`config.mk`:
```
export PLATFORM = sky130hd
export DESIGN_NAME = mlrs_ram
export DESIGN_NICKNAME = d
export VERILOG_FILES = /design/src/sv/mlrs_ram.sv
export SDC_FILE = /design/constraint.sdc
export NUM_CORES = 1
export LEC_CHECK = 0
export ABC_CLOCK_PERIOD_IN_PS = 2900
export BUFFER_PORTS_ARGS = -buffer_cell sky130_fd_sc_hd__buf_2
export CELL_PAD_IN_SITES_DETAIL_PLACEMENT = 0
export CELL_PAD_IN_SITES_GLOBAL_PLACEMENT = 1
export CORE_MARGIN = 5
export CORE_UTILIZATION = 62
export CTS_BUF_LIST = sky130_fd_sc_hd__clkbuf_2
export DETAILED_ROUTE_END_ITERATION = 8
export PLACE_DENSITY_LB_ADDON = 0.1
export SETUP_SLACK_MARGIN = 0.4
export SLEW_MARGIN = 0
export SYNTH_ARGS = -nofsm -noshare
export SYNTH_HDL_FRONTEND = slang
export SYNTH_SLANG_ARGS = --single-unit
```
`constraint.sdc`:
```
create_clock -name clk -period 2.9 [get_ports clk]
set_input_delay 0.435 -clock clk [delete_from_list [all_inputs] [get_ports clk]]
set_output_delay 0.435 -clock clk [all_outputs]
set_load 0.02 [all_outputs]
```
`src/sv/mlrs_ram.sv`:
```
module mlrs_ram #(
  parameter int WIDTH = 8,
  parameter int DEPTH = 64
) (
  input  logic                     clk,
  input  logic                     we,
  input  logic [$clog2(DEPTH)-1:0] waddr,
  input  logic [WIDTH-1:0]         wdata,
  input  logic [$clog2(DEPTH)-1:0] raddr,
  output logic [WIDTH-1:0]         rdata
);

  logic [WIDTH-1:0] mem [DEPTH];

  always_ff @(posedge clk) begin
    if (we) begin
      mem[waddr] <= wdata;
    end
    rdata <= mem[raddr];
  end

endmodule

```
==> After elaboration in Yosys (flattened, before gate mapping) <==
Memories as Yosys holds them, arrays and structs flattened. A register that Yosys moved wholly into a read port is not among the register bits.
Cells that the tools add are included.
{ "op_classes": {"shift": 0, "reduce_logical": 0, "order_cmp": 0, "n_mul": 0, "div_mod_pow": 0, "n_eq_ne": 0, "addsub": 0, "muxes": 2, "bitwise": 0} }
{ "op_table": {"columns": ["operator", "count"], "rows": [
  ["2-to-1 mux 1 bit", 2]
]} }
{ "totals": {"romBits": 0, "memories": 1, "latch_bits": 0, "regBits": 0, "inputBits": 22, "mem_bits_rw": 512, "wordCells": 3} }
{ "memory_table": {"columns": ["memory", "words", "width", "rd", "rd_clocked_by_memory_dff", "write_ports", "line", "text"], "rows": [
  ["mem", 64, 8, 1, 1, 1, "13", "logic [WIDTH-1:0] mem [DEPTH];"]
]} }

==> Longest topological paths before layout <==
{ "logic_depth": {"word_depth": 2, "depth_mapped": 9, "ltp_nobuf": 5} }

==> Worst setup path before layout <==
No wires, ideal clock.
{ "synth_timing": {"path_type": "input port to flip-flop", "from": "in raddr[1]", "to": "reg rdata[3], read port of mem", "cell_stages": 7, "n_path_buf": 3, "path_slack_ps": 797, "arrival_time_ps": 1975, "cell_sequence": "buf_4 buf_2 buf_2 mux4_2 mux4_2 o21ai_1 o41ai_1"} }
{ "synth_lines": {"columns": ["element", "line", "text"], "rows": [
  ["from (decl)", "9", "input logic [$clog2(DEPTH)-1:0] raddr,"],
  ["to (decl)", "10", "output logic [WIDTH-1:0] rdata"]
]} }

==> flow_summary.toml <==
[synthesis]
synth_most_common_cell = "edfxtp_1"
synth_top_cells_by_area = "edfxtp_1, mux4_2, nor2_1"
muxShareOfSynthArea = 0.159
synthSimpleGateAreaFrac = 0.0339
syn_area_per_cell_um2 = 21.5
synth_compound_area_frac = 0.0207
yosys.area_share.adder = 0
synth_cell_types = 40
yosysSeqAreaShare = 0.770
synth_common_cells = "edfxtp_1, mux4_2, nor2_1, mux2i_1, nand2_1"
synthCells = 940
netlist_area_um2 = 20200
synth_top_family_by_area = "multiplexers"
synth_top_area_cell = "edfxtp_1"
yosysTopAreaCellShare = 0.762
synth_enable_flop_cells = 512
async_reset_ff_frac = 0
synth_xor_area_frac = 0
synthesis.nets = 962
synth-seq-cells = 520
yosysWarnings = 0
ys.flop_type = "edfxtp_1"

[sta]
final_hold_viol_count = 0
tightest_slew_ps = 1220
fin_crit_sh = 0.717
fin_skew_ps = 64.3
min_period_ps = 2080
slew_headroom = 0.186
drv_slew = 0
fmax_mhz = 481
finalSetupViolCount = 0
setup_ws_ps = 821
fin_setup_tns_ps = 0
grt_setup_unrepaired = "no"

[drt]
routed_via_density = 6.11
wl_met1_um = 17400
dr_wl_met3_um = 4450
top_layer = "met4"
ant_nets = 0
routed_wl_um = 44900
drcViolationCount = 0
wl_per_cell_um = 26.5
drt_iter0_drc = 1173
routed-wl-met2_um = 22200
vias = 10357
first_pass_iters = 5

[global_route]
grt_max_degree = 65
grt_remaining_overflow = 0
antenna_found_initial = 1
grt.total_usage = 0.257
grt_pass1_vias = 10952
grt_pass1_wl_um = 67800

[worst_setup_path]
crit_start = "mem[29][4]$_DFFE_PP_"
r2r-start = "mem[29][4]$_DFFE_PP_"
cpPeakStageDelay_ps = 480
critical_path_class = "reg -> reg"
cp-start-kind = "register"
crit_arrival_ps = 2920
cp.required_ps = 3740
crit_family = "multiplexers"
crit_slowest_cell = "mux4_2"
path_buf_inv = 0
path_max_fanout = 1
cp_cell_sequence = "mux4_2, mux2_2, o221a_2, nor3_1, o32ai_1"
cp-end-kind = "register"

[clocking]
cts.sinks = 520
cts_tree = "yes"
cts_buffer_depth = 3
h-tree-depth = 3
cts_resized = 0
cts_inserted_buffers = 119
clock_latency_ps = 980
clkTransAtPathRegs_ps = 130
cts-root-buf = "clkbuf_2"

[floorplan]
die_area_um2 = 36200
core-area_um2 = 32300
die_h_um = 190
io_pins = 30
die_w_um = 190
rows = 66
start_util = 0.625

[final_layout]
finalNetCount = 1174
final_layout_size_suffix_gt1_frac = 0.367
area_growth_pct = 12.2
stdcell_count = 1695

[place]
pre_cts_ws_ps = 202
gp_routability_congestion = 0.837
hpwlAfterDp_um = 28700
numPortBuffers = 29
dp.cells = 1464

[power_and_ir_drop]
finalPower_mw = 13.7
leakagePower_nw = 7.53
ir_drop_mv = 0.436
p_per_area_nw_per_um2 = 604

[flow_run]
max-cap-violations = 0

[min_path]
hold_path.class = "in -> reg"
worst_hold_startpoint = "raddr[4]"

[run_status]
status = "finished clean"
-- kinds of logic (layout without fill, tap and decap cells) --
group / count (synthesis) / after routing
other: 0 / 1
DFF: 520 / 520
buffers and inverters: 51 / 363
AOI/OAI and AO/OA: 54 / 54
muxes: 162 / 162
and+or+nand+nor: 153 / 153
-- cells in the final DEF (no fill, tap or decap), drive strengths merged, types with 6 or more instances in the layout --
master       instances
clkbuf             172
mux2                13
nor3                 7
a221oi               6
o22ai                8
o221ai               8
mux2i               23
dfxtp                8
nor2                83
dlygate4sd3          9
edfxtp             512
clkinv              45
mux4               126
nand2b               7
nand2               19
nor2b               14
buf                132
nand3               13
-- report_power, final --
group | leakage, nW | internal, mW | switching (mW)
clock | 0.843 | 1.78 | 2.74
combinational | 2.01 | 0.322 | 0.492
sequential | 4.67 | 8.31 | 0.0281
total | 7.53 | 10.4 | 3.26
-- area by class of cell --
class | instances | area (um2)
Clock inverter | 50 | 251
Timing Repair Buffer | 142 | 1120
Sequential cell | 520 | 15500
Multi-Input combinational cell | 369 | 4320
Antenna cell | 1 | 2.50
Fill cell | 2056 | 9660
Tap cell | 442 | 553
Clock buffer | 171 | 856
-- tightest hold or removal path, cell delays in order --
cell,delay (ps)
buf_2,330
nand2_1,150
o2bb2ai_1,100
-- sequential cells by signal (all words and copies together), names as in the netlist --
name / flops
mem: 512
rdata: 8
-- final timing paths --
| path | endpoint | slack (ps) | depth (start not counted) |
|---|---|---|---|
| min | rdata[0]$_DFF_P_ | 90 | 3 |
| min reg2reg | rdata[0]$_DFF_P_ | 790 | 4 |
| max reg2reg | rdata[4]$_DFF_P_ | 820 | 5 |
| max | rdata[4]$_DFF_P_ | 820 | 5 |
-- metrics by stage --
step	hold slack (ps)	cell area [um2]	utilization
floorplan	534	20200	-
global placement	815	21400	0.664
detailed placement	836	21400	0.664
CTS	5.30	22600	0.700
global route	23.3	22600	0.701
finish	87.4	22600	0.701
-- per-layer routing --
metal	vias up	GRT usage
met5	-	0
met4	0	0.0746
met3	61	0.0654
met2	567	0.408
met1	5289	0.363
li1	4440	-
-- what timing repair did --
action / CTS / global route
buffers inserted: 0 / 0
hold buffers: 8 / 1
endpoints found under the hold margin: 92 / 3
Note: power is estimated with default switching activity, not from simulation.
