## config.mk

```make
export PLATFORM = sky130hd
export DESIGN_NAME = mlrs_divider
export DESIGN_NICKNAME = d
export VERILOG_FILES = /design/src/sv/mlrs_pkg.sv /design/src/sv/mlrs_divider.sv
export SDC_FILE = /design/constraint.sdc
export NUM_CORES = 1
export LEC_CHECK = 0
export BUFFER_PORTS_ARGS = -buffer_cell sky130_fd_sc_hd__buf_4
export CORE_MARGIN = 3
export CORE_UTILIZATION = 50
export DETAILED_ROUTE_END_ITERATION = 8
export PLACE_DENSITY = 0.74
export SLEW_MARGIN = 0
export SYNTH_ARGS = -nofsm -noshare
export SYNTH_HDL_FRONTEND = slang
export SYNTH_SLANG_ARGS = --single-unit
export TNS_END_PERCENT = 20
```

## constraint.sdc

```tcl
create_clock -name clk -period 4.5 [get_ports clk]
set_input_delay 0.9 -clock clk [delete_from_list [all_inputs] [get_ports clk]]
set_output_delay 0.9 -clock clk [all_outputs]
set_load 0.05 [all_outputs]
```

## src/sv/mlrs_pkg.sv

```systemverilog
package mlrs_pkg;

  localparam int SLOT_COUNT = 64;
  localparam int SLOT_W     = 6;

  localparam logic [31:0] THRESH_RESET  = 32'd8000;
  localparam logic [41:0] CEILING_RESET = 42'd1000000;

  localparam logic [0:0] OP_WRITE  = 1'b0;
  localparam logic [0:0] OP_SELECT = 1'b1;

  localparam logic [0:0] REG_THRESH  = 1'b0;
  localparam logic [0:0] REG_CEILING = 1'b1;

  localparam logic [1:0] LVL_RR    = 2'd1;
  localparam logic [1:0] LVL_LOT   = 2'd2;
  localparam logic [1:0] LVL_RANK  = 2'd3;

  // slot record as stored in RAM
  typedef struct packed {
    logic [7:0]  cw;
    logic [7:0]  pw;
    logic [7:0]  aw;
    logic [31:0] cycles;
    logic [31:0] arrival;
    logic [15:0] prio;
    logic [15:0] tickets;
  } slot_rec_t;

  localparam int REC_W = $bits(slot_rec_t);

  typedef enum logic [3:0] {
    ST_IDLE,
    ST_CLEAR,
    ST_PROMO,
    ST_RR,
    ST_SUM,
    ST_DIV,
    ST_LOT,
    ST_RANK_RD,
    ST_RANK_M1,
    ST_RANK_M2,
    ST_RANK_M3,
    ST_DONE,
    ST_OUT
  } state_t;

endpackage

```

## src/sv/mlrs_divider.sv

```systemverilog
// restoring divider, one quotient bit per cycle, remainder only
module mlrs_divider import mlrs_pkg::*; (
  input  logic        clk,
  input  logic        rst,
  input  logic        start,
  input  logic [31:0] dividend,
  input  logic [21:0] divisor,
  output logic        done,
  output logic [21:0] remainder
);

  logic [31:0] quo;
  logic [22:0] rem;
  logic [5:0]  cnt;
  logic        busy;
  logic [22:0] shifted;

  assign shifted = {rem[21:0], quo[31]};

  always_ff @(posedge clk) begin
    if (rst) begin
      busy <= 1'b0;
      done <= 1'b0;
      cnt  <= '0;
    end else begin
      done <= 1'b0;
      if (start) begin
        busy <= 1'b1;
        cnt  <= 6'd32;
        quo  <= dividend;
        rem  <= '0;
      end else if (busy) begin
        if (shifted >= {1'b0, divisor}) begin
          rem <= shifted - {1'b0, divisor};
        end else begin
          rem <= shifted;
        end
        quo <= {quo[30:0], 1'b0};
        cnt <= cnt - 6'd1;
        if (cnt == 6'd1) begin
          busy <= 1'b0;
          done <= 1'b1;
        end
      end
    end
  end

  assign remainder = rem[21:0];

endmodule

```

# Word level (Yosys, flattened, before mapping)
# Index checks and enable logic that the tools add are counted.
[totals] reg_bits=62 inputBits=57 word_cells=26
[op_classes] n_addsub=2 order_cmp=1 n_eq_ne=1 muxes=10 n_bitwise=2 reduce_logical=4
[op_table] op="$mux 32" count=2
[op_table] op="$mux 22" count=2
[op_table] op="$ge 23x22->1" count=1
[op_table] op="$sub 22x22->22" count=1
[op_table] op="$mux 6" count=2
[op_table] op="$eq 6x1->1 const B" count=1
[op_table] op="$sub 6x1->6 const B" count=1
[op_table] op="$mux 1" count=4
[op_table] op="$reduce_or 3->1" count=1
[op_table] op="$not 1->1" count=2
[op_table] op="$reduce_and 2->1" count=1
[op_table] op="$reduce_bool 2->1" count=1
[op_table] op="$reduce_or 2->1" count=1

# Logic depth before layout (Yosys ltp)
# Gate-level depths: netlist of run 1.
[logic_depth] ltp_word=4 mapped_depth=13 ltp_nobuf=11

# Least setup slack after synthesis of run 1
# No wires, ideal clock.
[synth_path] kind="input to register" start="input start" end="register quo[0], enable pin" arrival_ns=3.780 setup_slack_ns=0.253 stages=4 path_buffers=2 path_cell_list="clkbuf_1 > clkbuf_1 > nor2_1 > nor2_1"
[synth_between] elab_chain_cells=2
[synth_rtl] item="start, declared" line="mlrs_divider.sv:5" source="input logic start,"
[synth_rtl] item="$reduce_bool 2->1 (no line)"
[synth_rtl] item="$reduce_and 2->1 (no line)"
[synth_rtl] item="end signal, assigned" line="mlrs_divider.sv:30" source="quo <= dividend;"
[synth_rtl] item="end signal, assigned" line="mlrs_divider.sv:38" source="quo <= {quo[30:0], 1'b0};"
[synth_rtl] item="end, declared" line="mlrs_divider.sv:12" source="logic [31:0] quo;"
# No other way between the ends.
# A chain may end at the register's enable or synchronous reset.

# Worst setup path after layout of run 1
[layout_path] start="input divisor[0]" end="register rem[18], data pin"
[layout_between] elab_chain_cells=3 word_cells_on_any_way=4 classes_between="1 x add/sub; 1 x order compare; 2 x mux"
[layout_rtl] item="start, declared" line="mlrs_divider.sv:7" source="input logic [21:0] divisor,"
[layout_rtl] item="$sub 22x22->22 or $ge 23x22->1 (tied branches)" line="mlrs_divider.sv:34, mlrs_divider.sv:33"
[layout_rtl] item="$mux 22 (*)" line="mlrs_divider.sv:33" source="if (shifted >= {1'b0, divisor}) begin"
[layout_rtl] item="$mux 22 (*)" line="mlrs_divider.sv:32" source="end else if (busy) begin"
[layout_rtl] item="end signal, assigned" line="mlrs_divider.sv:34" source="rem <= shifted - {1'b0, divisor};"
[layout_rtl] item="end signal, assigned" line="mlrs_divider.sv:36" source="rem <= shifted;"
[layout_rtl] item="end, declared" line="mlrs_divider.sv:13" source="logic [22:0] rem;"
# Every way passes the cells marked *; elsewhere a longest branch is shown, timed or not. The select of a mux whose other input is x is not followed.

==> impl_results.html, run 1 <==
<table>
<tr><th>Metric</th><th>Value</th></tr>
<tr><th colspan="2">Floorplan</th></tr>
<tr><td>Die footprint</td><td>0.00898 mm²</td></tr>
<tr><td>Row Count</td><td>31</td></tr>
<tr><td>Die W</td><td>94.8 µm</td></tr>
<tr><td>Starting Density</td><td>52.9%</td></tr>
<tr><td>Chip Height</td><td>94.8 µm</td></tr>
<tr><td>Core Region</td><td>0.00745 mm²</td></tr>
<tr><td>Count of pins on the block boundary</td><td>80</td></tr>
<tr><th colspan="2">STA</th></tr>
<tr><td>RSZ-0062 raised after global routing</td><td>false</td></tr>
<tr><td>Final WS setup</td><td>1.20 ns</td></tr>
<tr><td>Slew of the pin with the lowest slew margin</td><td>0.720 ns</td></tr>
<tr><td>Portion of the clock cycle consumed by the worst path in the final layout</td><td>73.4%</td></tr>
<tr><td>Final-report hold violation count</td><td>0</td></tr>
<tr><td>Final setup violation count</td><td>0</td></tr>
<tr><td>Setup TNS</td><td>0 ns</td></tr>
<tr><td>Post-layout min period</td><td>3.30 ns</td></tr>
<tr><td>Worst rel slew slack</td><td>51.9%</td></tr>
<tr><td>Worst clock skew on the final layout</td><td>0.0108 ns</td></tr>
<tr><td>Pins Over Slew Limit</td><td>0</td></tr>
<tr><td>Fmax</td><td>303 MHz</td></tr>
<tr><th colspan="2">Final layout</th></tr>
<tr><td>Layout net count</td><td>550</td></tr>
<tr><td>Antenna cells</td><td>0</td></tr>
<tr><td>Area overhead of the layout relative to synthesis</td><td>21.8%</td></tr>
<tr><td>Share of final-layout standard cells stronger than drive strength 1</td><td>29.8%</td></tr>
<tr><td>Post-layout instance count excluding filler cells</td><td>572</td></tr>
<tr><th colspan="2">GRT</th></tr>
<tr><td>Number of antenna violations at the first check in global routing</td><td>0</td></tr>
<tr><td>Overflow after GRT</td><td>0</td></tr>
<tr><td>Global-route wire length before repair</td><td>14400 µm</td></tr>
<tr><td>Total global routing track utilization</td><td>20.7%</td></tr>
<tr><td>Vias in the first global route</td><td>3074</td></tr>
<tr><td>Largest net degree at the start of global routing</td><td>63</td></tr>
<tr><th colspan="2">Clock network</th></tr>
<tr><td>Clock sink count</td><td>62</td></tr>
<tr><td>Number of buffers added by the clock tree synthesis step</td><td>9</td></tr>
<tr><td>CTS H-tree lvls</td><td>3</td></tr>
<tr><td># Post-CTS Setup Buffers</td><td>0</td></tr>
<tr><td>Maximum number of buffers from clock root to sink</td><td>2</td></tr>
<tr><td>Clock-pin slew on the worst setup and hold paths</td><td>0.07 ns</td></tr>
<tr><td>Clock tree from TritonCTS</td><td>done</td></tr>
<tr><td>CTS hold repair buffers</td><td>0</td></tr>
<tr><td>Master cell of the clock root buffer</td><td>sky130_fd_sc_hd__clkbuf_8</td></tr>
<tr><td>Latest clock arrival within the worst-skew pair</td><td>0.35 ns</td></tr>
<tr><td>Cells resized by post-CTS repair</td><td>0</td></tr>
<tr><th colspan="2">Critical path</th></tr>
<tr><td>Req. time, crit path</td><td>4.69 ns</td></tr>
<tr><td>Cells along the critical path</td><td>buf_4, ha_1, fa_1, nand2b_1, a21oi_1, o211ai_1, a21o_1, a2111oi_0, or4_1, nand3_1, a21oi_1</td></tr>
<tr><td>Highest cell delay on the worst timing path</td><td>0.57 ns</td></tr>
<tr><td>Type of destination of the critical path</td><td>flip-flop</td></tr>
<tr><td>Worst endpoint data arrival time</td><td>3.49 ns</td></tr>
<tr><td>Slowest CP cell</td><td>sky130_fd_sc_hd__a2111oi_0</td></tr>
<tr><td>Startpoint type of the worst setup path</td><td>input pin</td></tr>
<tr><td>Worst Setup Path Type</td><td>input pin to flip-flop</td></tr>
<tr><td>Most numerous cell on the critical path</td><td>sky130_fd_sc_hd__a21oi_1</td></tr>
<tr><td>Maximum fanout encountered on the critical timing path</td><td>3</td></tr>
<tr><th colspan="2">Placed design</th></tr>
<tr><td>Final HPWL DP</td><td>6530 µm</td></tr>
<tr><td>Buffers on Ports</td><td>79</td></tr>
<tr><td>Number of cells after detailed placement</td><td>556</td></tr>
<tr><td>GPL Wtd Cong</td><td>0.870</td></tr>
<tr><td>Post-placement worst setup slack</td><td>0.877 ns</td></tr>
<tr><th colspan="2">Synthesis</th></tr>
<tr><td>EDFF count, synth</td><td>54</td></tr>
<tr><td>Area of the mapped netlist</td><td>0.00394 mm²</td></tr>
<tr><td>Sequential cell area fraction in the yosys report</td><td>45.2%</td></tr>
<tr><td>Post-synth cell types</td><td>50</td></tr>
<tr><td>Ys flop type</td><td>sky130_fd_sc_hd__edfxtp_1</td></tr>
<tr><td>Leading post-synthesis cells by instance count</td><td>sky130_fd_sc_hd__edfxtp_1 (54), sky130_fd_sc_hd__nand2_1 (45), sky130_fd_sc_hd__mux2_2 (31)</td></tr>
<tr><td>Synthesis warning total</td><td>0</td></tr>
<tr><td>Async S/R FF share, synth</td><td>0%</td></tr>
<tr><td>Share of the synthesized area in the top cell type</td><td>41.2%</td></tr>
<tr><td>Flip-flop and latch count after synthesis</td><td>62</td></tr>
<tr><td>Avg Synthesized Cell Area</td><td>10.1 µm²</td></tr>
<tr><td>Synth area leaders</td><td>sky130_fd_sc_hd__edfxtp_1 (41%), sky130_fd_sc_hd__mux2_2 (8.9%), sky130_fd_sc_hd__ha_1 (7.6%)</td></tr>
<tr><td>Cell type contributing the most total cell area after synthesis</td><td>sky130_fd_sc_hd__edfxtp_1</td></tr>
<tr><td>Number of instances in the synthesized netlist</td><td>391</td></tr>
<tr><td>Post-Synthesis Net Count</td><td>473</td></tr>
<tr><td>Most frequent cell after synthesis</td><td>sky130_fd_sc_hd__edfxtp_1</td></tr>
<tr><th colspan="2">Drt</th></tr>
<tr><td>Drt drc</td><td>0</td></tr>
<tr><td>Wirelength per Cell</td><td>15.6 µm</td></tr>
<tr><td>Iter 0 DRT Violations</td><td>162</td></tr>
<tr><td>Wire length reported by the detailed router</td><td>8900 µm</td></tr>
<tr><td>Via-to-Cell Ratio</td><td>5.64</td></tr>
<tr><td>Remaining antenna violation count after routing</td><td>0</td></tr>
<tr><td>Via count</td><td>3226</td></tr>
<tr><td>Drt pass-1 iters</td><td>5</td></tr>
<tr><th colspan="2">Power and ir drop</th></tr>
<tr><td>IR drop worst, VDD</td><td>209 µV</td></tr>
<tr><td>Power per standard cell area</td><td>349 mW/mm²</td></tr>
<tr><td>Leak pwr</td><td>2.02 nW</td></tr>
<tr><th colspan="2">Flow run</th></tr>
<tr><td>Number of violations of the max-capacitance limit</td><td>0</td></tr>
<tr><th colspan="2">Outcome</th></tr>
<tr><td>Outcome</td><td>complete, no violations</td></tr>
<tr><th colspan="2">Hold path</th></tr>
<tr><td>Type of the tightest min-delay check</td><td>flip-flop to flip-flop</td></tr>
</table>
logic make-up (layout without fill, tap and decap cells):
family          Yosys count  after routing  share of synthesized area (%)
compound gates           86             86                           14.7
xor+xnor                 17             17                           3.78
fa+ha+maj                25             25                           8.13
buf+inv                  47            129                           4.67
flops                    62             62                           45.2
mux                      31             31                           8.86
simple gates            123            123                           14.6
cells in the final DEF, fill, tap and decap left out, drive strengths merged, types with 2 or more instances in the layout:
cell type and n:
buf 83, edfxtp 54, nand2 45, mux2 31, inv 31, a21oi 30, nor2 30, ha 24
o21ai 14, nand3 11, xnor2 10, a21o 9, a211oi 9, clkbuf 9, nand2b 8, dfxtp 8
nor3 7, xor2 7, or3 4, nor4 4, o21a 4, clkinv 4, o211ai 3, or4 3
o31ai 3, nand4 2, and2 2, a2111oi 2, clkinvlp 2, a31oi 2, or2 2
layer usage:
layer	GRT usage [%]	vias up	routed length, µm
li1	-	1577	-
met1	26.8	1518	3800
met2	33.0	113	4290
met3	4.54	18	620
met4	9.25	0	198
met5	0	-	0
sequential cells by signal, indices dropped and copies added, names as in the netlist:
signal / count
quo: 32
rem: 22
cnt: 6
busy: 1
done: 1
final timing paths:
kind,depth (start not counted),startpoint,slack (ns),to
max reg2reg,9,rem[0]$_SDFFCE_PP0P_,1.42,rem[17]$_SDFFCE_PP0P_
max,11,divisor[0],1.20,rem[18]$_SDFFCE_PP0P_
min reg2reg,2,cnt[0]$_SDFFE_PP0P_,0.48,cnt[0]$_SDFFE_PP0P_
min,2,cnt[0]$_SDFFE_PP0P_,0.48,cnt[0]$_SDFFE_PP0P_
final cells by class:
type                       instances  area, µm²
clock buffer                       9        124
clock inverter                     7       50.0
fill                             627       2650
inverter                          30        113
multi-input combinational        282       1980
sequential                        62       1780
tap                               99        124
timing repair buffer              83        623
power by group:
part | leakage [nW] | internal [mW] | switching [mW]
clock network | 0.0869 | 0.201 | 0.230
logic | 1.35 | 0.220 | 0.313
registers | 0.586 | 0.685 | 0.0271
total | 2.02 | 1.11 | 0.570
per-stage QoR:
step / hold WS [ns] / area, µm² / util, % / power [mW]
after CTS: 0.482 / 4800 / 64.4 / 1.69
final: 0.479 / 4800 / 64.4 / 1.68
after detailed placement: 0.474 / 4620 / 62.1 / 1.25
after global placement: 0.469 / 4620 / 62.1 / 1.24
after floorplan: 0.454 / 3940 / - / 1.11
after global routing: 0.523 / 4800 / 64.4 / 1.77
worst max-delay path: cells and delay by family:
| family | cells | cell delay, ns |
|---|---|---|
| buffers and inverters | 1 | 0.11 |
| AO/OA/AOI/OAI | 5 | 1.42 |
| AND/OR/NAND/NOR | 3 | 0.48 |
| adder cells (fa/ha/maj) | 2 | 0.59 |
(Power assumes the default switching activity.)
==> run 2: changes to the inputs <==
--- a/config.mk
+++ b/config.mk
@@ -7,9 +7,9 @@
 export LEC_CHECK = 0
 export BUFFER_PORTS_ARGS = -buffer_cell sky130_fd_sc_hd__buf_4
 export CORE_MARGIN = 3
-export CORE_UTILIZATION = 50
+export CORE_UTILIZATION = 56
 export DETAILED_ROUTE_END_ITERATION = 8
-export PLACE_DENSITY = 0.74
+export PLACE_DENSITY = 0.78
 export SLEW_MARGIN = 0
 export SYNTH_ARGS = -nofsm -noshare
 export SYNTH_HDL_FRONTEND = slang
==> constraint.sdc (replaced) <==
create_clock -name clk -period 3.3 [get_ports clk]
set_input_delay 0.66 -clock clk [delete_from_list [all_inputs] [get_ports clk]]
set_output_delay 0.66 -clock clk [all_outputs]
set_load 0.05 [all_outputs]
==> impl_results.html, run 2 (synthesis gave the netlist of run 1 again) <==
<table>
<tr><th>Metric</th><th>Value</th></tr>
<tr><th colspan="2">Final layout</th></tr>
<tr><td>Post-layout instance count excluding filler cells</td><td>573</td></tr>
<tr><td>Most common cell after layout, fill and taps aside</td><td>sky130_fd_sc_hd__buf_4</td></tr>
<tr><td>Biggest registers after layout</td><td>quo x32, rem x22, cnt x6</td></tr>
<tr><td>Number of flip-flops under the largest register name</td><td>32</td></tr>
<tr><td>Final core occ</td><td>74.1%</td></tr>
<tr><td>Combined area of the multi-input logic cells</td><td>0.00198 mm²</td></tr>
<tr><td>Fill cells</td><td>511</td></tr>
<tr><td>Area overhead of the layout relative to synthesis</td><td>23.5%</td></tr>
<tr><td>Layout net count</td><td>557</td></tr>
<tr><td>Most flop-heavy register</td><td>quo</td></tr>
<tr><td>Sequential Area</td><td>0.00178 mm²</td></tr>
<tr><td>Highest-count cells in the layout ignoring fill and taps</td><td>sky130_fd_sc_hd__buf_4 (90), sky130_fd_sc_hd__edfxtp_1 (54), sky130_fd_sc_hd__nand2_1 (45)</td></tr>
<tr><td>Share of final-layout standard cells stronger than drive strength 1</td><td>30.6%</td></tr>
<tr><td>Antenna cells</td><td>0</td></tr>
<tr><th colspan="2">Hold path</th></tr>
<tr><td>Type of the tightest min-delay check</td><td>flip-flop to flip-flop</td></tr>
<tr><td>Start point of the worst min-delay path</td><td>cnt[0]$_SDFFE_PP0P_</td></tr>
<tr><td>Cell depth of the worst hold path</td><td>2</td></tr>
<tr><td>Hold Path Sink</td><td>cnt[0]$_SDFFE_PP0P_</td></tr>
<tr><th colspan="2">Drt</th></tr>
<tr><td>Drt drc</td><td>0</td></tr>
<tr><td>Wirelength per Cell</td><td>15.3 µm</td></tr>
<tr><td>Drt pass-1 iters</td><td>5</td></tr>
<tr><td>Remaining antenna violation count after routing</td><td>0</td></tr>
<tr><td>Via count</td><td>3247</td></tr>
<tr><td>Wire length reported by the detailed router</td><td>8750 µm</td></tr>
<tr><td>Via-to-Cell Ratio</td><td>5.67</td></tr>
<tr><td>Iter 0 DRT Violations</td><td>174</td></tr>
<tr><th colspan="2">STA</th></tr>
<tr><td>Worst clock skew on the final layout</td><td>0.0114 ns</td></tr>
<tr><td>Post-layout min period</td><td>3.03 ns</td></tr>
<tr><td>Portion of the clock cycle consumed by the worst path in the final layout</td><td>92.0%</td></tr>
<tr><td>Final setup violation count</td><td>0</td></tr>
<tr><td>Setup TNS</td><td>0 ns</td></tr>
<tr><td>Final-report hold violation count</td><td>0</td></tr>
<tr><td>Fmax</td><td>330 MHz</td></tr>
<tr><td>RSZ-0062 raised after global routing</td><td>false</td></tr>
<tr><td>Pins Over Slew Limit</td><td>0</td></tr>
<tr><td>Worst rel slew slack</td><td>53.7%</td></tr>
<tr><td>Slew of the pin with the lowest slew margin</td><td>0.694 ns</td></tr>
<tr><td>Post-route worst hold slack</td><td>0.487 ns</td></tr>
<tr><th colspan="2">Critical path</th></tr>
<tr><td>Delay-heaviest family, CP</td><td>compound AO/OA/AOI/OAI gates</td></tr>
<tr><td>Buffer and inverter count on the worst path</td><td>2</td></tr>
<tr><td>Highest cell delay on the worst timing path</td><td>0.43 ns</td></tr>
<tr><td>Worst Setup Path Type</td><td>input pin to flip-flop</td></tr>
<tr><td>Minimum setup slack among reg-to-reg paths</td><td>0.29 ns</td></tr>
<tr><td>Cells along the critical path</td><td>buf_4, ha_1, fa_1, nand2b_1, a21oi_1, o211ai_1, a21o_1, a2111oi_0, buf_4, o31ai_1, nand3_1, a21oi_1</td></tr>
<tr><td>Req. time, crit path</td><td>3.36 ns</td></tr>
<tr><td>Maximum fanout encountered on the critical timing path</td><td>3</td></tr>
<tr><td>Beginning of the worst register-to-register path</td><td>quo[31]$_DFFE_PP_</td></tr>
<tr><td>Worst endpoint data arrival time</td><td>3.10 ns</td></tr>
<tr><td>Number of cells on the worst reg-to-reg path</td><td>12</td></tr>
<tr><td>Critical R2R Capture</td><td>rem[18]$_SDFFCE_PP0P_</td></tr>
<tr><td>Slowest CP cell</td><td>sky130_fd_sc_hd__a2111oi_0</td></tr>
<tr><td>Type of destination of the critical path</td><td>flip-flop</td></tr>
<tr><td>Startpoint type of the worst setup path</td><td>input pin</td></tr>
<tr><th colspan="2">Clock network</th></tr>
<tr><td>Clock-pin slew on the worst setup and hold paths</td><td>0.07 ns</td></tr>
<tr><td>CTS hold repair buffers</td><td>0</td></tr>
<tr><td># Post-CTS Setup Buffers</td><td>0</td></tr>
<tr><td>Master cell of the clock root buffer</td><td>sky130_fd_sc_hd__clkbuf_8</td></tr>
<tr><td>Cells resized by post-CTS repair</td><td>0</td></tr>
<tr><td>Number of buffers added by the clock tree synthesis step</td><td>9</td></tr>
<tr><td>Latest clock arrival within the worst-skew pair</td><td>0.34 ns</td></tr>
<tr><td>Clock sink count</td><td>62</td></tr>
<tr><td>CTS H-tree lvls</td><td>3</td></tr>
<tr><td>Maximum number of buffers from clock root to sink</td><td>2</td></tr>
<tr><td>Clock tree from TritonCTS</td><td>done</td></tr>
<tr><th colspan="2">Floorplan</th></tr>
<tr><td>Die footprint</td><td>0.00808 mm²</td></tr>
<tr><td>Starting Density</td><td>60.0%</td></tr>
<tr><td>Core Region</td><td>0.00657 mm²</td></tr>
<tr><td>Row Count</td><td>29</td></tr>
<tr><td>Chip Height</td><td>89.9 µm</td></tr>
<tr><td>Count of pins on the block boundary</td><td>80</td></tr>
<tr><td>Die W</td><td>89.9 µm</td></tr>
<tr><th colspan="2">GRT</th></tr>
<tr><td>Overflow after GRT</td><td>0</td></tr>
<tr><td>Vias in the first global route</td><td>3103</td></tr>
<tr><td>Global-route wire length before repair</td><td>14700 µm</td></tr>
<tr><td>Largest net degree at the start of global routing</td><td>63</td></tr>
<tr><td>Total global routing track utilization</td><td>22.1%</td></tr>
<tr><td>Number of antenna violations at the first check in global routing</td><td>0</td></tr>
<tr><th colspan="2">Power and ir drop</th></tr>
<tr><td>Leak pwr</td><td>2.07 nW</td></tr>
<tr><td>IR drop worst, VDD</td><td>354 µV</td></tr>
<tr><td>Pwr Total</td><td>2.38 mW</td></tr>
<tr><td>Power per standard cell area</td><td>489 mW/mm²</td></tr>
<tr><th colspan="2">Outcome</th></tr>
<tr><td>Outcome</td><td>complete, no violations</td></tr>
<tr><th colspan="2">Placed design</th></tr>
<tr><td>GPL Wtd Cong</td><td>0.881</td></tr>
<tr><td>Buffers on Ports</td><td>79</td></tr>
<tr><td>Final HPWL DP</td><td>6370 µm</td></tr>
<tr><td>Number of cells after detailed placement</td><td>557</td></tr>
<tr><th colspan="2">Flow run</th></tr>
<tr><td>Number of violations of the max-capacitance limit</td><td>0</td></tr>
</table>
## run 2: worst max-delay path by stage
| stage | slack [ns] | end | startpoint | cells past startpoint |
|---|---|---|---|---|
| floorplan | 0.20 | quo[0]$_SDFFCE_PN0P_ | start | 4 |
| global placement | 0.005 | rem[18]$_SDFFCE_PP0P_ | divisor[0] | 12 |
| detailed placement | -0.06 | rem[18]$_SDFFCE_PP0P_ | divisor[0] | 12 |
| CTS | 0.31 | rem[18]$_SDFFCE_PP0P_ | divisor[0] | 12 |
| global route | 0.05 | rem[18]$_SDFFCE_PP0P_ | quo[31]$_DFFE_PP_ | 12 |
| finish | 0.27 | rem[18]$_SDFFCE_PP0P_ | divisor[0] | 12 |
## run 2: layout make-up
| type | count | share of cell area, % |
|---|---|---|
| Clock buffer | 9 | 2.55 |
| Clock inverter | 7 | 1.52 |
| Inverter | 30 | 2.31 |
| Multi-Input combinational cell | 282 | 40.7 |
| Sequential cell | 62 | 36.6 |
| Tap cell | 93 | 2.39 |
| Timing Repair Buffer | 90 | 13.9 |
## run 2: routing by layer
metal	global-route usage [%]	vias up	part of all wire (%)
met5	0	-	0
met3	6.51	13	7.8
met4	7.14	0	1.5
li1	-	1583	-
met1	28.7	1537	42
met2	35.7	114	49
## run 2: power breakdown
part	internal [mW]	switching (mW)
Combinational	0.311	0.428
Sequential	0.935	0.0372
Clock	0.351	0.319
Total	1.60	0.784
## run 2: through the flow
step	setup WS, ns	instance area, µm²
2_1_floorplan	0.195	3940
3_3_place_gp	0.00534	4670
3_5_place_dp	-0.0625	4670
4_1_cts	0.307	4870
5_1_grt	0.0459	4870
6_report	0.265	4870
## run 2: worst min-delay path, stage by stage (launching register included)
cell and delay (ns):
sky130_fd_sc_hd__dfxtp_1 0.33, sky130_fd_sc_hd__nand2_1 0.06, sky130_fd_sc_hd__a21oi_1 0.06
==> run 3: changes to the inputs <==
--- a/config.mk
+++ b/config.mk
@@ -5,9 +5,11 @@
 export SDC_FILE = /design/constraint.sdc
 export NUM_CORES = 1
 export LEC_CHECK = 0
+export ABC_AREA = 1
 export BUFFER_PORTS_ARGS = -buffer_cell sky130_fd_sc_hd__buf_4
 export CORE_MARGIN = 3
-export CORE_UTILIZATION = 56
+export CORE_UTILIZATION = 57
+export CTS_BUF_LIST = sky130_fd_sc_hd__clkbuf_8 sky130_fd_sc_hd__clkbuf_16
 export DETAILED_ROUTE_END_ITERATION = 8
 export PLACE_DENSITY = 0.78
 export SLEW_MARGIN = 0
==> impl_results.html, run 3 <==
<table>
<tr><th>Metric</th><th>Value</th></tr>
<tr><th colspan="2">STA</th></tr>
<tr><td>Worst clock skew on the final layout</td><td>0.0139 ns</td></tr>
<tr><td>Pins Over Slew Limit</td><td>0</td></tr>
<tr><td>Final setup violation count</td><td>0</td></tr>
<tr><td>Slew of the pin with the lowest slew margin</td><td>0.616 ns</td></tr>
<tr><td>Portion of the clock cycle consumed by the worst path in the final layout</td><td>77.0%</td></tr>
<tr><td>Final-report hold violation count</td><td>0</td></tr>
<tr><td>Post-layout min period</td><td>2.54 ns</td></tr>
<tr><td>Fmax</td><td>393 MHz</td></tr>
<tr><td>RSZ-0062 raised after global routing</td><td>false</td></tr>
<tr><td>Setup TNS</td><td>0 ns</td></tr>
<tr><td>Worst rel slew slack</td><td>58.8%</td></tr>
<tr><th colspan="2">Synthesis</th></tr>
<tr><td>Post-synth cell types</td><td>34</td></tr>
<tr><td>Avg Synthesized Cell Area</td><td>6.95 µm²</td></tr>
<tr><td>Async S/R FF share, synth</td><td>0%</td></tr>
<tr><td>Synthesis warning total</td><td>0</td></tr>
<tr><td>Number of instances in the synthesized netlist</td><td>652</td></tr>
<tr><td>Most frequent cell after synthesis</td><td>sky130_fd_sc_hd__nand2_1</td></tr>
<tr><td>Share of the synthesized area in the top cell type</td><td>35.8%</td></tr>
<tr><td>Flip-flop and latch count after synthesis</td><td>62</td></tr>
<tr><td>Sequential cell area fraction in the yosys report</td><td>39.3%</td></tr>
<tr><td>Synth area leaders</td><td>sky130_fd_sc_hd__edfxtp_1 (36%), sky130_fd_sc_hd__nand2_1 (22%), sky130_fd_sc_hd__inv_1 (8.3%)</td></tr>
<tr><td>Post-Synthesis Net Count</td><td>734</td></tr>
<tr><td>EDFF count, synth</td><td>54</td></tr>
<tr><td>Leading post-synthesis cells by instance count</td><td>sky130_fd_sc_hd__nand2_1 (261), sky130_fd_sc_hd__inv_1 (100), sky130_fd_sc_hd__nor2_1 (81), sky130_fd_sc_hd__edfxtp_1 (54)</td></tr>
<tr><td>Ys flop type</td><td>sky130_fd_sc_hd__edfxtp_1</td></tr>
<tr><td>Cell type contributing the most total cell area after synthesis</td><td>sky130_fd_sc_hd__edfxtp_1</td></tr>
<tr><td>Area of the mapped netlist</td><td>0.00453 mm²</td></tr>
<tr><th colspan="2">Critical path</th></tr>
<tr><td>Startpoint type of the worst setup path</td><td>flip-flop</td></tr>
<tr><td>Worst Setup Path Type</td><td>flip-flop to flip-flop</td></tr>
<tr><td>Req. time, crit path</td><td>3.40 ns</td></tr>
<tr><td>Worst endpoint data arrival time</td><td>2.64 ns</td></tr>
<tr><td>Type of destination of the critical path</td><td>flip-flop</td></tr>
<tr><td>Maximum fanout encountered on the critical timing path</td><td>21</td></tr>
<tr><th colspan="2">Drt</th></tr>
<tr><td>Via count</td><td>4128</td></tr>
<tr><td>Iter 0 DRT Violations</td><td>232</td></tr>
<tr><td>Wirelength per Cell</td><td>12.9 µm</td></tr>
<tr><td>Remaining antenna violation count after routing</td><td>0</td></tr>
<tr><td>Wire length reported by the detailed router</td><td>10800 µm</td></tr>
<tr><td>Via-to-Cell Ratio</td><td>4.94</td></tr>
<tr><td>Drt drc</td><td>0</td></tr>
<tr><td>Drt pass-1 iters</td><td>5</td></tr>
<tr><th colspan="2">Clock network</th></tr>
<tr><td>CTS hold repair buffers</td><td>0</td></tr>
<tr><td># Post-CTS Setup Buffers</td><td>0</td></tr>
<tr><td>Maximum number of buffers from clock root to sink</td><td>2</td></tr>
<tr><td>Number of buffers added by the clock tree synthesis step</td><td>9</td></tr>
<tr><td>Clock sink count</td><td>62</td></tr>
<tr><td>Clock tree from TritonCTS</td><td>done</td></tr>
<tr><td>Latest clock arrival within the worst-skew pair</td><td>0.35 ns</td></tr>
<tr><td>Cells resized by post-CTS repair</td><td>0</td></tr>
<tr><td>CTS H-tree lvls</td><td>3</td></tr>
<tr><td>Clock-pin slew on the worst setup and hold paths</td><td>0.08 ns</td></tr>
<tr><td>Master cell of the clock root buffer</td><td>sky130_fd_sc_hd__clkbuf_8</td></tr>
<tr><th colspan="2">Power and ir drop</th></tr>
<tr><td>IR drop worst, VDD</td><td>262 µV</td></tr>
<tr><td>Clock share of power</td><td>29.0%</td></tr>
<tr><td>P_sw</td><td>0.904 mW</td></tr>
<tr><td>Switching portion of total power</td><td>36.6%</td></tr>
<tr><td>Power per standard cell area</td><td>456 mW/mm²</td></tr>
<tr><td>Internal Power</td><td>1.57 mW</td></tr>
<tr><td>Sequential fraction of design power</td><td>39.1%</td></tr>
<tr><td>Leak pwr</td><td>2.88 nW</td></tr>
<tr><td>Share of power burned in combinational logic</td><td>31.9%</td></tr>
<tr><th colspan="2">Placed design</th></tr>
<tr><td>Buffers on Ports</td><td>79</td></tr>
<tr><td>GPL Wtd Cong</td><td>0.925</td></tr>
<tr><td>Final HPWL DP</td><td>7930 µm</td></tr>
<tr><td>Placement Cell Area</td><td>0.00521 mm²</td></tr>
<tr><th colspan="2">Outcome</th></tr>
<tr><td>Outcome</td><td>complete, no violations</td></tr>
<tr><th colspan="2">Final layout</th></tr>
<tr><td>Number of flip-flops under the largest register name</td><td>32</td></tr>
<tr><td>Layout net count</td><td>813</td></tr>
<tr><td>Layout Cell Area excl Fill</td><td>0.00541 mm²</td></tr>
<tr><td>Highest-count cells in the layout ignoring fill and taps</td><td>sky130_fd_sc_hd__nand2_1 (261), sky130_fd_sc_hd__inv_1 (100), sky130_fd_sc_hd__nor2_1 (81)</td></tr>
<tr><td>Antenna cells</td><td>0</td></tr>
<tr><td>Most flop-heavy register</td><td>quo</td></tr>
<tr><td>Most common cell after layout, fill and taps aside</td><td>sky130_fd_sc_hd__nand2_1</td></tr>
<tr><td>Area overhead of the layout relative to synthesis</td><td>19.5%</td></tr>
<tr><td>Share of final-layout standard cells stronger than drive strength 1</td><td>15.9%</td></tr>
<tr><td>Biggest registers after layout</td><td>quo x32, rem x22, cnt x6</td></tr>
<tr><th colspan="2">Floorplan</th></tr>
<tr><td>Die footprint</td><td>0.00906 mm²</td></tr>
<tr><td>Count of pins on the block boundary</td><td>80</td></tr>
<tr><td>Starting Density</td><td>60.5%</td></tr>
<tr><td>Row Count</td><td>31</td></tr>
<tr><td>Core Region</td><td>0.00749 mm²</td></tr>
<tr><td>Die W</td><td>95.2 µm</td></tr>
<tr><td>Chip Height</td><td>95.2 µm</td></tr>
<tr><th colspan="2">GRT</th></tr>
<tr><td>Overflow after GRT</td><td>0</td></tr>
<tr><td>Global-route wire length before repair</td><td>17800 µm</td></tr>
<tr><td>Largest net degree at the start of global routing</td><td>56</td></tr>
<tr><td>Number of antenna violations at the first check in global routing</td><td>0</td></tr>
<tr><td>Vias in the first global route</td><td>3973</td></tr>
<tr><td>Total global routing track utilization</td><td>25.0%</td></tr>
<tr><th colspan="2">Hold path</th></tr>
<tr><td>Type of the tightest min-delay check</td><td>flip-flop to flip-flop</td></tr>
<tr><th colspan="2">Flow run</th></tr>
<tr><td>Number of violations of the max-capacitance limit</td><td>0</td></tr>
</table>
-- run 3: cell count changes after synthesis, moves of 13 or more --
cell / delta
sky130_fd_sc_hd__a21oi_1: -16
sky130_fd_sc_hd__inv_1: +70
sky130_fd_sc_hd__mux2_2: -31
sky130_fd_sc_hd__nand2_1: +216
sky130_fd_sc_hd__nand3_1: +13
sky130_fd_sc_hd__nor2_1: +51
sky130_fd_sc_hd__o21bai_1: +13
-- run 3: cell type report --
type / count / area (µm²)
Multi-Input combinational cell: 466 / 2270
Clock buffer: 9 / 124
Inverter: 111 / 417
Fill cell: 652 / 2070
Timing Repair Buffer: 81 / 621
Clock inverter: 7 / 77.6
Tap cell: 99 / 124
Sequential cell: 62 / 1780
-- run 3: logic make-up after synthesis --
| group | Yosys count | share of synthesized area, % |
|---|---|---|
| AOI/OAI and AO/OA | 31 | 4.33 |
| xor gates and xnor gates | 9 | 1.74 |
| adders and majority gates | 25 | 7.07 |
| buffers and inverters | 124 | 10.9 |
| DFF | 62 | 39.3 |
| and+or+nand+nor | 401 | 36.7 |
-- run 3: worst paths after layout --
path | from | cells after the start | endpoint | slack [ns]
setup / recovery | rem[1]$_SDFFCE_PP0P_ | 8 | rem[6]$_SDFFCE_PP0P_ | 0.76
hold / removal | cnt[1]$_SDFFE_PP0P_ | 2 | cnt[1]$_SDFFE_PP0P_ | 0.49
setup reg to reg | rem[1]$_SDFFCE_PP0P_ | 8 | rem[6]$_SDFFCE_PP0P_ | 0.76
hold reg to reg | cnt[1]$_SDFFE_PP0P_ | 2 | cnt[1]$_SDFFE_PP0P_ | 0.49
-- run 3: layer usage --
layer / vias to the layer above / global-route usage (%) / share of wire [%]
li1: 2175 / - / -
met5: - / 0 / 0
met1: 1840 / 32.9 / 46
met3: 14 / 5.05 / 5.1
met4: 0 / 7.09 / 1.4
met2: 99 / 41.8 / 48
-- run 3: critical path, cell delays in order (launching register included) --
cell                       delay, ns
sky130_fd_sc_hd__edfxtp_1       0.43
sky130_fd_sc_hd__ha_1           0.40
sky130_fd_sc_hd__or2_1          0.27
sky130_fd_sc_hd__nand3_2        0.09
sky130_fd_sc_hd__nand2_2        0.09
sky130_fd_sc_hd__nand2_2        0.10
sky130_fd_sc_hd__nand4_2        0.50
sky130_fd_sc_hd__o21bai_1       0.35
sky130_fd_sc_hd__nor2_1         0.06
-- run 3: metrics by stage --
| stage | hold slack [ns] | instances | total power [mW] | utilization, % | worst slack (ns) |
|---|---|---|---|---|---|
| after floorplan | 0.462 | 652 | 1.55 | - | 0.197 |
| after global placement | 0.471 | 819 | 1.75 | 69.6 | 0.473 |
| after detailed placement | 0.480 | 819 | 1.76 | 69.6 | 0.373 |
| after CTS | 0.491 | 835 | 2.48 | 72.3 | 0.709 |
| after global routing | 0.515 | 835 | 2.61 | 72.3 | 0.529 |
| final | 0.488 | 835 | 2.47 | 72.3 | 0.758 |
-- run 3: power groups by stage --
stage | combinational, mW | sequential [mW] | clock [mW]
floorplan | 0.487 | 1.07 | 0
global placement | 0.765 | 0.981 | 0
detailed placement | 0.782 | 0.983 | 0
CTS | 0.786 | 0.966 | 0.723
global route | 0.886 | 0.972 | 0.756
finish | 0.788 | 0.966 | 0.717
